## src/sv/oil_pkg.sv

```systemverilog
// ----------------------------------------------------------------------------
// oil_pkg
// Types, sizes and codes shared by the ordered identifier list modules.
// ----------------------------------------------------------------------------
`default_nettype none

package oil_pkg;

    // List size and identifier width
    localparam int DEPTH   = 16;
    localparam int ID_BITS = 16;

    localparam int ADDR_W = (DEPTH > 1) ? $clog2(DEPTH) : 1;
    localparam int CNT_W  = $clog2(DEPTH + 1);
    localparam int ID_W   = (ID_BITS < 16) ? ID_BITS : 16;

    typedef logic [ADDR_W-1:0] addr_t;
    typedef logic [CNT_W-1:0]  cnt_t;
    typedef logic [CNT_W:0]    wide_t;
    typedef logic [ID_W-1:0]   id_t;

    // Operation and status codes
    typedef enum logic [1:0] {
        CMD_APPEND  = 2'd0,
        CMD_PREPEND = 2'd1,
        CMD_REMOVE  = 2'd2
    } cmd_t;

    typedef enum logic [1:0] {
        ST_DONE      = 2'd0,
        ST_NOT_FOUND = 2'd1,
        ST_FULL      = 2'd2
    } status_t;

    // Channel payloads
    typedef struct packed {
        cmd_t        command;
        logic [15:0] item_id;
    } op_t;

    typedef struct packed {
        status_t    status;
        logic [4:0] entry_count;
    } res_t;

    // Datapath selects and counter operations
    typedef enum logic [2:0] {
        RD_ZERO,
        RD_P_DN1,
        RD_P_DN2,
        RD_P_UP1,
        RD_P_UP2
    } rd_sel_t;

    typedef enum logic [1:0] {
        WA_P,
        WA_LEN,
        WA_ZERO
    } wr_addr_sel_t;

    typedef enum logic {
        WD_ID,
        WD_RDATA
    } wr_data_sel_t;

    typedef enum logic [2:0] {
        P_HOLD,
        P_LEN,
        P_ZERO,
        P_INC,
        P_DEC
    } p_op_t;

    typedef enum logic [1:0] {
        LEN_HOLD,
        LEN_INC,
        LEN_DEC
    } len_op_t;

    // Controller to datapath
    typedef struct packed {
        logic         load;
        logic         rd_en;
        rd_sel_t      rd_sel;
        logic         wr_en;
        wr_addr_sel_t wr_addr_sel;
        wr_data_sel_t wr_data_sel;
        p_op_t        p_op;
        len_op_t      len_op;
        logic         res_load;
        status_t      res_status;
    } dp_cmd_t;

    // Datapath to controller
    typedef struct packed {
        cmd_t command;
        logic full;
        logic empty;
        logic hit;
        logic p_is_one;
        logic p_up1_is_len;
        logic p_up2_is_len;
    } dp_stat_t;

endpackage

`default_nettype wire

```

## src/sv/oil_datapath.sv

```systemverilog
// ----------------------------------------------------------------------------
// oil_datapath
// Entry memory, scan pointer, entry count and result register.
// ----------------------------------------------------------------------------
`default_nettype none

module oil_datapath (
    input  wire logic              clk,
    input  wire logic              rst_n,
    input  wire oil_pkg::op_t      op,
    input  wire oil_pkg::dp_cmd_t  dp_cmd,
    output oil_pkg::dp_stat_t      dp_stat,
    output oil_pkg::res_t          res
);

    oil_pkg::id_t   mem [oil_pkg::DEPTH];
    oil_pkg::id_t   rdata_reg;
    oil_pkg::id_t   id_reg;
    oil_pkg::cmd_t  command_reg;
    oil_pkg::addr_t p_reg;
    oil_pkg::addr_t p_next;
    oil_pkg::cnt_t  len_reg;
    oil_pkg::cnt_t  len_next;
    oil_pkg::res_t  res_reg;
    oil_pkg::addr_t rd_addr;
    oil_pkg::addr_t wr_addr;
    oil_pkg::id_t   wr_data;
    oil_pkg::wide_t p_up1;
    oil_pkg::wide_t p_up2;

    // Select the read address around the pointer
    always_comb
    begin
        case (dp_cmd.rd_sel)
            oil_pkg::RD_ZERO:  rd_addr = '0;
            oil_pkg::RD_P_DN1: rd_addr = p_reg - oil_pkg::addr_t'(1);
            oil_pkg::RD_P_DN2: rd_addr = p_reg - oil_pkg::addr_t'(2);
            oil_pkg::RD_P_UP1: rd_addr = p_reg + oil_pkg::addr_t'(1);
            oil_pkg::RD_P_UP2: rd_addr = p_reg + oil_pkg::addr_t'(2);
            default:           rd_addr = '0;
        endcase
    end

    // Select the write address and data
    always_comb
    begin
        case (dp_cmd.wr_addr_sel)
            oil_pkg::WA_P:    wr_addr = p_reg;
            oil_pkg::WA_LEN:  wr_addr = len_reg[oil_pkg::ADDR_W-1:0];
            oil_pkg::WA_ZERO: wr_addr = '0;
            default:          wr_addr = '0;
        endcase
        wr_data = (dp_cmd.wr_data_sel == oil_pkg::WD_ID) ? id_reg : rdata_reg;
    end

    // Entry memory: one write and one registered read a cycle
    always_ff @(posedge clk)
    begin
        if (dp_cmd.wr_en)
        begin
            mem[wr_addr] <= wr_data;
        end
        if (dp_cmd.rd_en)
        begin
            rdata_reg <= mem[rd_addr];
        end
    end

    // Advance the pointer and the entry count
    always_comb
    begin
        case (dp_cmd.p_op)
            oil_pkg::P_HOLD: p_next = p_reg;
            oil_pkg::P_LEN:  p_next = len_reg[oil_pkg::ADDR_W-1:0];
            oil_pkg::P_ZERO: p_next = '0;
            oil_pkg::P_INC:  p_next = p_reg + oil_pkg::addr_t'(1);
            oil_pkg::P_DEC:  p_next = p_reg - oil_pkg::addr_t'(1);
            default:         p_next = p_reg;
        endcase
        case (dp_cmd.len_op)
            oil_pkg::LEN_HOLD: len_next = len_reg;
            oil_pkg::LEN_INC:  len_next = len_reg + oil_pkg::cnt_t'(1);
            oil_pkg::LEN_DEC:  len_next = len_reg - oil_pkg::cnt_t'(1);
            default:           len_next = len_reg;
        endcase
    end

    always_ff @(posedge clk or negedge rst_n)
    begin
        if (!rst_n)
        begin
            len_reg <= '0;
        end
        else
        begin
            len_reg <= len_next;
        end
    end

    // Hold the operation, pointer and result payload
    always_ff @(posedge clk)
    begin
        p_reg <= p_next;
        if (dp_cmd.load)
        begin
            id_reg      <= oil_pkg::id_t'(op.item_id);
            command_reg <= op.command;
        end
        if (dp_cmd.res_load)
        begin
            res_reg.status      <= dp_cmd.res_status;
            res_reg.entry_count <= 5'(len_reg);
        end
    end

    // Report flags to the controller
    always_comb
    begin
        p_up1 = oil_pkg::wide_t'(p_reg) + oil_pkg::wide_t'(1);
        p_up2 = oil_pkg::wide_t'(p_reg) + oil_pkg::wide_t'(2);
        dp_stat.command      = command_reg;
        dp_stat.full         = (len_reg == oil_pkg::cnt_t'(oil_pkg::DEPTH));
        dp_stat.empty        = (len_reg == '0);
        dp_stat.hit          = (rdata_reg == id_reg);
        dp_stat.p_is_one     = (p_reg == oil_pkg::addr_t'(1));
        dp_stat.p_up1_is_len = (p_up1 == oil_pkg::wide_t'(len_reg));
        dp_stat.p_up2_is_len = (p_up2 == oil_pkg::wide_t'(len_reg));
    end

    assign res = res_reg;

endmodule

`default_nettype wire

```

## src/sv/oil_ctrl.sv

```systemverilog
// ----------------------------------------------------------------------------
// oil_ctrl
// Sequencer for append, prepend and keyed remove, and the result handshake.
// ----------------------------------------------------------------------------
`default_nettype none

module oil_ctrl (
    input  wire logic              clk,
    input  wire logic              rst_n,
    input  wire logic              op_valid,
    output logic                   op_stall,
    output logic                   res_valid,
    input  wire logic              res_stall,
    input  wire oil_pkg::dp_stat_t dp_stat,
    output oil_pkg::dp_cmd_t       dp_cmd
);

    typedef enum logic [2:0] {
        S_IDLE,
        S_DISPATCH,
        S_PRE_SHIFT,
        S_PRE_HEAD,
        S_SCAN,
        S_RM_READ,
        S_RM_SHIFT,
        S_FINISH
    } state_t;

    state_t            state_reg;
    state_t            state_next;
    oil_pkg::status_t  status_reg;
    oil_pkg::status_t  status_next;
    logic              res_valid_reg;
    logic              res_valid_next;

    // Sequence the datapath
    always_comb
    begin
        state_next     = state_reg;
        status_next    = status_reg;
        res_valid_next = res_valid_reg;
        dp_cmd         = '0;

        // Drop the result once transferred
        if (res_valid_reg && !res_stall)
        begin
            res_valid_next = 1'b0;
        end

        case (state_reg)
            S_IDLE:
            begin
                if (op_valid)
                begin
                    dp_cmd.load = 1'b1;
                    dp_cmd.p_op = oil_pkg::P_LEN;
                    state_next  = S_DISPATCH;
                end
            end
            S_DISPATCH:
            begin
                status_next = oil_pkg::ST_DONE;
                state_next  = S_FINISH;
                case (dp_stat.command)
                    oil_pkg::CMD_APPEND:
                    begin
                        if (dp_stat.full)
                        begin
                            status_next = oil_pkg::ST_FULL;
                        end
                        else
                        begin
                            dp_cmd.wr_en       = 1'b1;
                            dp_cmd.wr_addr_sel = oil_pkg::WA_LEN;
                            dp_cmd.wr_data_sel = oil_pkg::WD_ID;
                            dp_cmd.len_op      = oil_pkg::LEN_INC;
                        end
                    end
                    oil_pkg::CMD_PREPEND:
                    begin
                        if (dp_stat.full)
                        begin
                            status_next = oil_pkg::ST_FULL;
                        end
                        else if (dp_stat.empty)
                        begin
                            dp_cmd.wr_en       = 1'b1;
                            dp_cmd.wr_addr_sel = oil_pkg::WA_ZERO;
                            dp_cmd.wr_data_sel = oil_pkg::WD_ID;
                            dp_cmd.len_op      = oil_pkg::LEN_INC;
                        end
                        else
                        begin
                            // Fetch the tail entry to open the shift
                            dp_cmd.rd_en  = 1'b1;
                            dp_cmd.rd_sel = oil_pkg::RD_P_DN1;
                            state_next    = S_PRE_SHIFT;
                        end
                    end
                    oil_pkg::CMD_REMOVE:
                    begin
                        if (dp_stat.empty)
                        begin
                            status_next = oil_pkg::ST_NOT_FOUND;
                        end
                        else
                        begin
                            dp_cmd.rd_en  = 1'b1;
                            dp_cmd.rd_sel = oil_pkg::RD_ZERO;
                            dp_cmd.p_op   = oil_pkg::P_ZERO;
                            state_next    = S_SCAN;
                        end
                    end
                    default:
                    begin
                        status_next = oil_pkg::ST_DONE;
                    end
                endcase
            end
            S_PRE_SHIFT:
            begin
                // Move one entry up towards the tail, fetch the next one down
                dp_cmd.wr_en       = 1'b1;
                dp_cmd.wr_addr_sel = oil_pkg::WA_P;
                dp_cmd.wr_data_sel = oil_pkg::WD_RDATA;
                if (dp_stat.p_is_one)
                begin
                    state_next = S_PRE_HEAD;
                end
                else
                begin
                    dp_cmd.rd_en  = 1'b1;
                    dp_cmd.rd_sel = oil_pkg::RD_P_DN2;
                    dp_cmd.p_op   = oil_pkg::P_DEC;
                end
            end
            S_PRE_HEAD:
            begin
                dp_cmd.wr_en       = 1'b1;
                dp_cmd.wr_addr_sel = oil_pkg::WA_ZERO;
                dp_cmd.wr_data_sel = oil_pkg::WD_ID;
                dp_cmd.len_op      = oil_pkg::LEN_INC;
                status_next        = oil_pkg::ST_DONE;
                state_next         = S_FINISH;
            end
            S_SCAN:
            begin
                // Compare the fetched entry while fetching the next one
                if (dp_stat.hit)
                begin
                    state_next = S_RM_READ;
                end
                else if (dp_stat.p_up1_is_len)
                begin
                    status_next = oil_pkg::ST_NOT_FOUND;
                    state_next  = S_FINISH;
                end
                else
                begin
                    dp_cmd.rd_en  = 1'b1;
                    dp_cmd.rd_sel = oil_pkg::RD_P_UP1;
                    dp_cmd.p_op   = oil_pkg::P_INC;
                end
            end
            S_RM_READ:
            begin
                status_next = oil_pkg::ST_DONE;
                if (dp_stat.p_up1_is_len)
                begin
                    dp_cmd.len_op = oil_pkg::LEN_DEC;
                    state_next    = S_FINISH;
                end
                else
                begin
                    dp_cmd.rd_en  = 1'b1;
                    dp_cmd.rd_sel = oil_pkg::RD_P_UP1;
                    state_next    = S_RM_SHIFT;
                end
            end
            S_RM_SHIFT:
            begin
                // Close the gap one entry at a time
                dp_cmd.wr_en       = 1'b1;
                dp_cmd.wr_addr_sel = oil_pkg::WA_P;
                dp_cmd.wr_data_sel = oil_pkg::WD_RDATA;
                if (dp_stat.p_up2_is_len)
                begin
                    dp_cmd.len_op = oil_pkg::LEN_DEC;
                    state_next    = S_FINISH;
                end
                else
                begin
                    dp_cmd.rd_en  = 1'b1;
                    dp_cmd.rd_sel = oil_pkg::RD_P_UP2;
                    dp_cmd.p_op   = oil_pkg::P_INC;
                end
            end
            S_FINISH:
            begin
                // Load the result once the output register is free
                if (!res_valid_reg || !res_stall)
                begin
                    dp_cmd.res_load   = 1'b1;
                    dp_cmd.res_status = status_reg;
                    res_valid_next    = 1'b1;
                    state_next        = S_IDLE;
                end
            end
            default:
            begin
                state_next = S_IDLE;
            end
        endcase
    end

    // Hold state and registered outputs
    always_ff @(posedge clk or negedge rst_n)
    begin
        if (!rst_n)
        begin
            state_reg     <= S_IDLE;
            status_reg    <= oil_pkg::ST_DONE;
            res_valid_reg <= 1'b0;
        end
        else
        begin
            state_reg     <= state_next;
            status_reg    <= status_next;
            res_valid_reg <= res_valid_next;
        end
    end

    assign op_stall  = (state_reg != S_IDLE);
    assign res_valid = res_valid_reg;

endmodule

`default_nettype wire

```

## src/sv/ordered_id_list_with_keyed_remove.sv

```systemverilog
// ----------------------------------------------------------------------------
// ordered_id_list_with_keyed_remove
// Ordered list of identifiers with append, prepend and remove by key.
// ----------------------------------------------------------------------------
// Usage:
//   The op channel (op_valid, op_stall, op) carries a command and an
//   identifier; a transfer takes place when op_valid is high and op_stall low.
//   Each transfer gives exactly one transfer on the res channel (res_valid,
//   res_stall, res) with a status and the entry count after the operation.
//   Operations run one at a time; op_stall is high from the cycle after a
//   transfer until the result is loaded into the output register.
//   Steps from op transfer to the result being loaded:
//     append, refused insert, unknown command, remove on empty: dispatch only
//     prepend: one memory move a cycle from the tail, then the head write
//     remove: scan from the head; on a match, shift the later entries down
//   The entry memory has one read and one write port; the next op can be
//   taken in the cycle after the result is loaded.
//   A new operation is taken while the previous result still waits; if the
//   receiver stalls, the finished operation waits until the output is free.
//   Reset empties the list at once; entries are not cleared.
// ----------------------------------------------------------------------------
`default_nettype none

module ordered_id_list_with_keyed_remove (
    input  wire logic         clk,
    input  wire logic         rst_n,
    input  wire logic         op_valid,
    output logic              op_stall,
    input  wire oil_pkg::op_t op,
    output logic              res_valid,
    input  wire logic         res_stall,
    output oil_pkg::res_t     res
);

    oil_pkg::dp_cmd_t  dp_cmd;
    oil_pkg::dp_stat_t dp_stat;

    // Sequencer
    oil_ctrl u_ctrl (
        .clk       (clk),
        .rst_n     (rst_n),
        .op_valid  (op_valid),
        .op_stall  (op_stall),
        .res_valid (res_valid),
        .res_stall (res_stall),
        .dp_stat   (dp_stat),
        .dp_cmd    (dp_cmd)
    );

    // Entry store and counters
    oil_datapath u_datapath (
        .clk     (clk),
        .rst_n   (rst_n),
        .op      (op),
        .dp_cmd  (dp_cmd),
        .dp_stat (dp_stat),
        .res     (res)
    );

endmodule

`default_nettype wire

```

## config.mk

```make
export PLATFORM = sky130hd
export DESIGN_NAME = ordered_id_list_with_keyed_remove
export DESIGN_NICKNAME = d
export VERILOG_FILES = /design/src/sv/oil_pkg.sv /design/src/sv/oil_datapath.sv /design/src/sv/oil_ctrl.sv /design/src/sv/ordered_id_list_with_keyed_remove.sv
export SDC_FILE = /design/constraint.sdc
export NUM_CORES = 1
export LEC_CHECK = 0
export ABC_AREA = 0
export BUFFER_PORTS_ARGS = -buffer_cell sky130_fd_sc_hd__buf_2
export CORE_MARGIN = 2
export CORE_UTILIZATION = 62
export DETAILED_ROUTE_END_ITERATION = 16
export GPL_TIMING_DRIVEN = 0
export PLACE_DENSITY = 0.79
export SLEW_MARGIN = 20
export SYNTH_ARGS = -nofsm -noshare
export SYNTH_HDL_FRONTEND = slang
export SYNTH_SLANG_ARGS = --single-unit
```

## constraint.sdc

```tcl
create_clock -name clk -period 4.9 [get_ports clk]
set_clock_uncertainty 0.15 [all_clocks]
set_input_delay 0.245 -clock clk [delete_from_list [all_inputs] [get_ports clk]]
set_output_delay 0.245 -clock clk [all_outputs]
set_load 0.01 [all_outputs]
```

; Word level (Yosys, flattened, before mapping)
; Memories as Yosys holds them, arrays and structs flattened. A register that Yosys moved wholly into a read port is not among the register bits.
; Cells that the tools add are included.
[totals]
register_bits = 40
ramBits = 256
input_bits = 22
output_inout_bits = 9
n_memories = 1
[op_classes]
add_sub_neg = 8
eq_ne = 32
n_mux = 59
n_reduce_logical = 18
[memory_table]
columns = memory, words, width, read_ports, rd_clocked_by_memory_dff, wr, line_no
row1 = u_datapath.mem, 16, 16, 1, 1, 1, oil_datapath.sv:16  ; oil_pkg::id_t mem [oil_pkg::DEPTH];
[ops]
columns = cell, n
row1 = $mux W3, 13
row2 = $mux W4, 8
row3 = $pmux W4 S4, 2
row4 = $pmux W3 S8, 1
row5 = $pmux W4 S2, 3
row6 = $mux W2, 10
row7 = $pmux W4 S5, 1
row8 = $eq A3 B2 Y1 const B, 6
row9 = $eq A3 B3 Y1 const B, 6
row10 = $eq A16 B16 Y1, 1
row11 = $mux W16, 1
row12 = $pmux W3 S5, 1
row13 = $eq A6 B5 Y1, 2
row14 = $pmux W4 S3, 1
row15 = $mux W1, 11
row16 = $ne A2 B2 Y1 const B, 5
row17 = $pmux W5 S2, 1
row18 = $eq A3 B1 Y1 const B, 3
row19 = $mux W8, 1
row20 = $pmux W2 S2, 2
row21 = $pmux W2 S4, 1
row22 = $eq A2 B1 Y1 const B, 3
row23 = $pmux W2 S3, 1
row24 = $pmux W3 S2, 1
row25 = 26 further kinds, 32

; Logic depth before layout (Yosys ltp)
; Gate-level depths: netlist of run 1.
[logic_depth]
depth_word = 7
depth_mapped = 20
ltp_nobuf = 18

; By module
; Synthesis of run 1 repeated with hierarchy kept, for this count alone.
[hier_totals]
cells_unflattened = 1382
hier_area_um2 = 15996.6
[by_module_without_submodules]
columns = module, n_inst, cells_per_inst, area_per_inst_um2
row1 = oil_datapath, 1, 1291, 15313.4
row2 = oil_ctrl, 1, 91, 683.2

; Least setup slack after synthesis of run 1
; Ideal clock, no wire load.
[synth_path]
path_type = register -> register
from = reg u_datapath.p_reg[1]
to = reg u_datapath.rdata_reg[14] (read register of u_datapath.mem), data pin
setup_time_ns = 0.261
t_arrival_ns = 3.346
required_time_ns = 4.489
setup_slack_ns = 1.143
stages_incl_launch_ff = 16
n_path_buf = 1
cell_sequence = edfxtp_1 > inv_1 > ha_1 > xnor2_1 > nand4_1 > a21o_1 > and2_1 > fa_1 > xnor2_1 > nand3_1 > o221ai_1 > o21ai_1 > clkbuf_1 > a31oi_1 > a32oi_1 > nand3_1
[synth_via]
elab_chain_len = 7
elab_cells_between_ends = 19
[synth_lines]
columns = element, line_no
row1 = "start, declared", oil_datapath.sv:20  ; oil_pkg::addr_t p_reg;
row2 = "start signal, assigned", oil_datapath.sv:103  ; p_reg <= p_next;
row3 = $add A4 B1 Y5, oil_datapath.sv:119  ; p_up1 = oil_pkg::wide_t'(p_reg) + oil_pkg::wide_t'(1);
row4 = $eq A6 B5 Y1, oil_datapath.sv:126  ; dp_stat.p_up1_is_len = (p_up1 == oil_pkg::wide_t'(len_reg));
row5 = $mux W4, "oil_ctrl.sv:153, oil_ctrl.sv:168"
row6 = $mux W4, oil_ctrl.sv:149  ; if (dp_stat.hit)
row7 = $pmux W4 S5, oil_ctrl.sv:50  ; case (state_reg)
row8 = $eq A3 B3 Y1 (tied with other cells), oil_datapath.sv:34  ; case (dp_cmd.rd_sel)
row9 = $pmux W4 S4, oil_datapath.sv:34
row10 = "end, declared", oil_datapath.sv:17  ; oil_pkg::id_t rdata_reg;
; Several ways; a longest one is shown, not always the timed one.
; A chain may end at the register's enable or synchronous reset.

; Final worst setup path of run 1
; Same ends and word-level chain as after synthesis.

==> impl_metrics.ini, run 1 <==
[synth]
synth-edff-count = 301
synth_top_family_by_area = simple AND/OR/NAND/NOR gates
synth_top_area_share_pct = 67.7
synthAdderAreaFrac_pct = 1.61
ys.flop_type = edfxtp_1
synth-compound-area-share_pct = 8.74
postSynth.asyncResetShare_pct = 3.53
synth_cell_types = 57
synth_area_mm2 = 0.0134
syn_inst = 1009
synthSimpleGateAreaFrac_pct = 12.3
muxShareOfSynthArea_pct = 2.63
yosysSeqAreaShare_pct = 69.7
synth_area_per_cell_um2 = 13.2
syn_nets = 1047
yosysTopAreaCell = edfxtp_1
synth.area.top_cells = edfxtp_1 (68%), nand2_1 (6.5%), nand3_1 (2.7%)
synth-seq-cells = 312
synth-xor-area-share_pct = 2.24
yosysWarnings = 0

[clocking]
cts-root-buf = clkbuf_16
postCtsSetupBuffers = 0
cts_max_level = 1
cts_sinks = 312
clk_latency_ns = 0.57
clk_pin_slew_ns = 0.06
tritoncts = yes
numCtsBuffers = 31
clockBufferDepth = 3

[critical_path]
cp_data_arrival_time_ns = 4.84
r2r_end = u_datapath.rdata_reg[14]$_DFFE_PP_
reg2reg_slack_ns = 0.20
required_ns = 5.04
endpoint_kind = flip-flop
r2r_start = u_datapath.p_reg[1]$_DFFE_PP_
cp-start-kind = flip-flop
critical_path_class = flip-flop to flip-flop
r2r_cells = 14
crit_path_max_fanout = 10

[timing]
max_clock_freq_ghz = 0.213
tns_ns = 0
max-slew-margin-rel_pct = 32.6
hold_viol_final = 0
holdWs_ns = 0.0205
setup_ws_ns = 0.201
min_period_ns = 4.70
finalCritPeriodShare_pct = 95.9
worst_pin_slew_ns = 1.01
slew_viol_final = 0
rsz0062_at_grt = false
setup_viol_count_final = 0

[hold_path]
hold_depth = 4
hold_path_startpoint = op_valid
hold_class = primary input to flip-flop
whs_endpoint = u_ctrl.state_reg[1]$_DFFE_PN0P_

[layout]
multi_input_area_mm2 = 0.00372
nFillCells = 1317
areaGrowthSynthToFinish_pct = 14.6
drive_gt1_share_pct = 14.2
fin_cells = 1406
finalNetCount = 1147
seq_area_mm2 = 0.00931
largest_register_ffs = 256
antenna_cells = 0

[die]
fp-row-count = 53
core_area_mm2 = 0.0211
die_x_um = 151
initial_core_util_pct = 63.3
num_io_pins = 31
die_area_mm2 = 0.0227
die_y_um = 151

[route]
first_pass_iters = 6
drc_errors = 0
wire_per_inst_um = 23.6
vias = 8989
via_per_inst = 6.39
antenna_left = 0
routed_wl_um = 33200
drtIter0Drc = 1130

[global_routing]
grt_use_total_pct = 29.8
antenna_found_initial = 0
grt-ovfl-total = 0
grt_pass1_wl_um = 49800
grt_pass1_vias = 8866
grt_max_degree = 17

[run_status]
status = complete, no violations

[place]
place_ws_ns = 0.151
routabilityCongestion = 0.878
place_hpwl_um = 22200
port_buffers = 30
dp.cells = 1331

[run]
max_cap_viol_count = 0
## stage by stage
stage          cell area [µm²]  util, %
3_5_place_dp             14100     66.9
6_report                 15300     72.6
4_1_cts                  15300     72.5
3_3_place_gp             13800     65.7
5_1_grt                  15300     72.6
2_1_floorplan            13400        -
## Yosys cell counts (7+ instances only)
library cell and n:
a31oi_1 18, inv_1 16, clkbuf_1 18, nand2_1 231, nor3_1 10, a32oi_1 16
o21ai_0 13, xor2_1 7, ha_1 14, xnor2_1 24, a21oi_1 41, dfrtp_1 11
mux2i_1 34, nor2_1 36, nand4_1 8, nand3_1 72, a221o_1 34, buf_2 33
edfxtp_1 301
## final cells by class
cell class              instances  share of cell area, %
plain buffers                  60                   1.98
clock buffers                  36                   5.19
clock inverters                19                   1.15
inverters                      16                  0.393
multi-input cells             620                   24.3
flip-flops and latches        312                   60.9
well taps                     275                   2.25
repair buffers                 68                   3.83
## timing repair
action	in CTS	in global routing
endpoints found under the hold margin	30	0
endpoints found under the setup margin	0	6
hold buffers	21	0
gates resized for setup	0	2
## layout by cell type (no fill, tap or decap), drive strengths merged, types with 10 or more instances in the layout
| master | instances |
|---|---|
| edfxtp | 301 |
| nand2 | 231 |
| buf | 87 |
| nand3 | 72 |
| clkbuf | 56 |
| a21oi | 43 |
| nor2 | 36 |
| mux2i | 34 |
| a221o | 34 |
| xnor2 | 24 |
| dlygate4sd3 | 21 |
| a31oi | 18 |
| inv | 18 |
| a32oi | 16 |
| o21ai | 15 |
| ha | 14 |
| clkinv | 13 |
| dfrtp | 11 |
| nor3 | 10 |
## worst max path at each step
stage	startpoint	to	slack, ns	cells after the start
3_5_place_dp	u_datapath.p_reg[1]$_DFFE_PP_	u_datapath.rdata_reg[14]$_DFFE_PP_	0.15	14
3_3_place_gp	u_datapath.p_reg[1]$_DFFE_PP_	u_datapath.rdata_reg[14]$_DFFE_PP_	0.17	15
4_1_cts	u_datapath.p_reg[1]$_DFFE_PP_	u_datapath.rdata_reg[14]$_DFFE_PP_	0.13	14
5_1_grt	u_datapath.p_reg[1]$_DFFE_PP_	u_datapath.rdata_reg[7]$_DFFE_PP_	0.001	14
2_1_floorplan	u_datapath.p_reg[1]$_DFFE_PP_	u_datapath.rdata_reg[14]$_DFFE_PP_	1.14	15
6_report	u_datapath.p_reg[1]$_DFFE_PP_	u_datapath.rdata_reg[14]$_DFFE_PP_	0.20	14
## worst max-delay path, cell delays in order, from the launching register on
cell and delay (ns):
edfxtp_1 0.56, inv_1 0.25, ha_1 0.37, xnor2_1 0.15, nand4_1 0.18, a21o_1 0.25, and2_1 0.18, fa_1 0.44
xnor2_1 0.20, o221ai_1 0.25, o21ai_2 0.50, clkbuf_1 0.49, a31oi_1 0.12, a32oi_1 0.20, nand3_1 0.14
## per-layer routing
layer,vias to the layer above,track usage (%),part of all wire [%]
met5,-,0,0
met2,578,48.7,48
li1,3960,-,-
met3,104,4.70,9.5
met1,4347,39.1,37
met4,0,15.2,5.3
## cells by family after synthesis
family,count (synthesis)
AOI/OAI and AO/OA,155
xor gates and xnor gates,32
buffers and inverters,77
and+or+nand+nor,382
muxes,35
DFF,312
adders and majority gates,16
Power of run 1 is left out: the tool's default activity adds up to more than one toggle a clock period on the data nets, which glitch-free logic cannot reach.
==> run 2, diff against run 1 <==
- clock period: 4.9 -> 5.3 ns (I/O delays scaled with it)
==> run 2 against run 1 <==
Compared with the run above: design area is essentially flat; utilization barely moved; final cell count about the same; worst setup slack improved by 0.24 ns; die area unchanged; first-iteration DRC count rose by 6.1%; fmax is 3.3% lower; worst hold slack better by 0.017 ns; routed wire length about the same.
==> impl_metrics.ini, run 2 (synthesis gave the netlist of run 1 again) <==
[run_status]
status = complete, no violations

[layout]
finalNetCount = 1148
nFillCells = 1317
largest_register_ffs = 256
final_cell_mix = edfxtp_1 (301), nand2_1 (231), nand3_1 (72), buf_2 (63), a21oi_1 (41)
design_area_mm2 = 0.0153
drive_gt1_share_pct = 14.0
final_common_cell = edfxtp_1
antenna_cells = 0
areaGrowthSynthToFinish_pct = 14.6

[die]
die_x_um = 151
core_area_mm2 = 0.0211
die_y_um = 151
fp-row-count = 53
num_io_pins = 31
die_area_mm2 = 0.0227
initial_core_util_pct = 63.3

[run]
max_cap_viol_count = 0

[critical_path]
crit_path_max_fanout = 10
critical_path_class = flip-flop to flip-flop
cp-start-kind = flip-flop
endpoint_kind = flip-flop
r2r_end = u_datapath.rdata_reg[14]$_DFFE_PP_
r2r_cells = 14
required_ns = 5.46
reg2reg_slack_ns = 0.44
cp_data_arrival_time_ns = 5.01
r2r_start = u_datapath.p_reg[1]$_DFFE_PP_

[global_routing]
grt_pass1_wl_um = 49800
grt_use_total_pct = 29.8
grt_max_degree = 17
grt_pass1_vias = 8866
grt-ovfl-total = 0
antenna_found_initial = 0

[timing]
holdWs_ns = 0.0374
slew_viol_final = 0
setup_ws_ns = 0.442
worst_pin_slew_ns = 1.01
max_clock_freq_ghz = 0.206
tns_ns = 0
max-slew-margin-rel_pct = 32.3
finalCritPeriodShare_pct = 91.7
min_period_ns = 4.86
rsz0062_at_grt = false
hold_viol_final = 0
setup_viol_count_final = 0

[clocking]
cts_sinks = 312
tritoncts = yes
clockBufferDepth = 3
cts-root-buf = clkbuf_16
cts_resized = 0
cts_max_level = 1
numCtsBuffers = 31
clk_pin_slew_ns = 0.06
clk_latency_ns = 0.57

[route]
drtIter0Drc = 1199
via_per_inst = 6.38
drc_errors = 0
routed_wl_um = 33200
wire_per_inst_um = 23.6
vias = 8980
antenna_left = 0
first_pass_iters = 5

[hold_path]
whs_endpoint = u_ctrl.state_reg[1]$_DFFE_PN0P_
hold_class = primary input to flip-flop
hold_depth = 4
hold_path_startpoint = op_valid

[place]
place_ws_ns = 0.551
port_buffers = 30
postPlaceCellArea_mm2 = 0.0141
routabilityCongestion = 0.878
place_hpwl_um = 22200
==> run 2: layout make-up <==
type / instances / area (µm²) / area share, %
clock inverter: 19 / 176 / 1.15
tap: 275 / 344 / 2.25
multi-input combinational: 620 / 3720 / 24.3
clock buffer: 36 / 795 / 5.19
timing repair buffer: 68 / 586 / 3.83
buffer: 61 / 307 / 2.00
inverter: 16 / 60.1 / 0.393
sequential: 312 / 9310 / 60.9
==> run 2: repair_timing <==
| action | in CTS | in global routing |
|---|---|---|
| endpoints found under the hold margin | 30 | 0 |
| hold buffers | 21 | 0 |
| setup buffers | 0 | 0 |
==> run 2: routing by layer <==
metal  wire length (µm)  vias to the layer above  track usage [%]
li1                   -                     3963                -
met1              12300                     4350             39.1
met2              16000                      564             48.7
met3               3110                      103             4.70
met4               1740                        0             15.2
met5                  0                        -                0
==> run 2: worst max-delay path, cell delays in order (launching register included) <==
cell and delay (ns):
edfxtp_1 0.56, inv_1 0.25, ha_1 0.37, xnor2_1 0.16, nand4_1 0.18, a21o_1 0.25, and2_1 0.18, fa_1 0.44
xnor2_1 0.21, o221ai_1 0.22, o21ai_1 0.69, clkbuf_1 0.50, a31oi_1 0.12, a32oi_1 0.20, nand3_1 0.12
==> run 2: per-stage QoR <==
step / std cells / utilization [%]
2_1_floorplan: 1009 / -
3_3_place_gp: 1314 / 65.7
3_5_place_dp: 1331 / 66.9
4_1_cts: 1407 / 72.5
5_1_grt: 1407 / 72.5
6_report: 1407 / 72.5
==> run 2: worst max-delay path by stage <==
stage                     slack [ns]                                 end                     startpoint
after floorplan                 1.54  u_datapath.rdata_reg[14]$_DFFE_PP_  u_datapath.p_reg[1]$_DFFE_PP_
after global placement          0.57  u_datapath.rdata_reg[14]$_DFFE_PP_  u_datapath.p_reg[1]$_DFFE_PP_
after detailed placement        0.55  u_datapath.rdata_reg[14]$_DFFE_PP_  u_datapath.p_reg[1]$_DFFE_PP_
after CTS                       0.53  u_datapath.rdata_reg[14]$_DFFE_PP_  u_datapath.p_reg[1]$_DFFE_PP_
after global routing            0.27  u_datapath.rdata_reg[14]$_DFFE_PP_  u_datapath.p_reg[1]$_DFFE_PP_
final                           0.44  u_datapath.rdata_reg[14]$_DFFE_PP_  u_datapath.p_reg[1]$_DFFE_PP_
Power of run 2 is left out for the same reason.
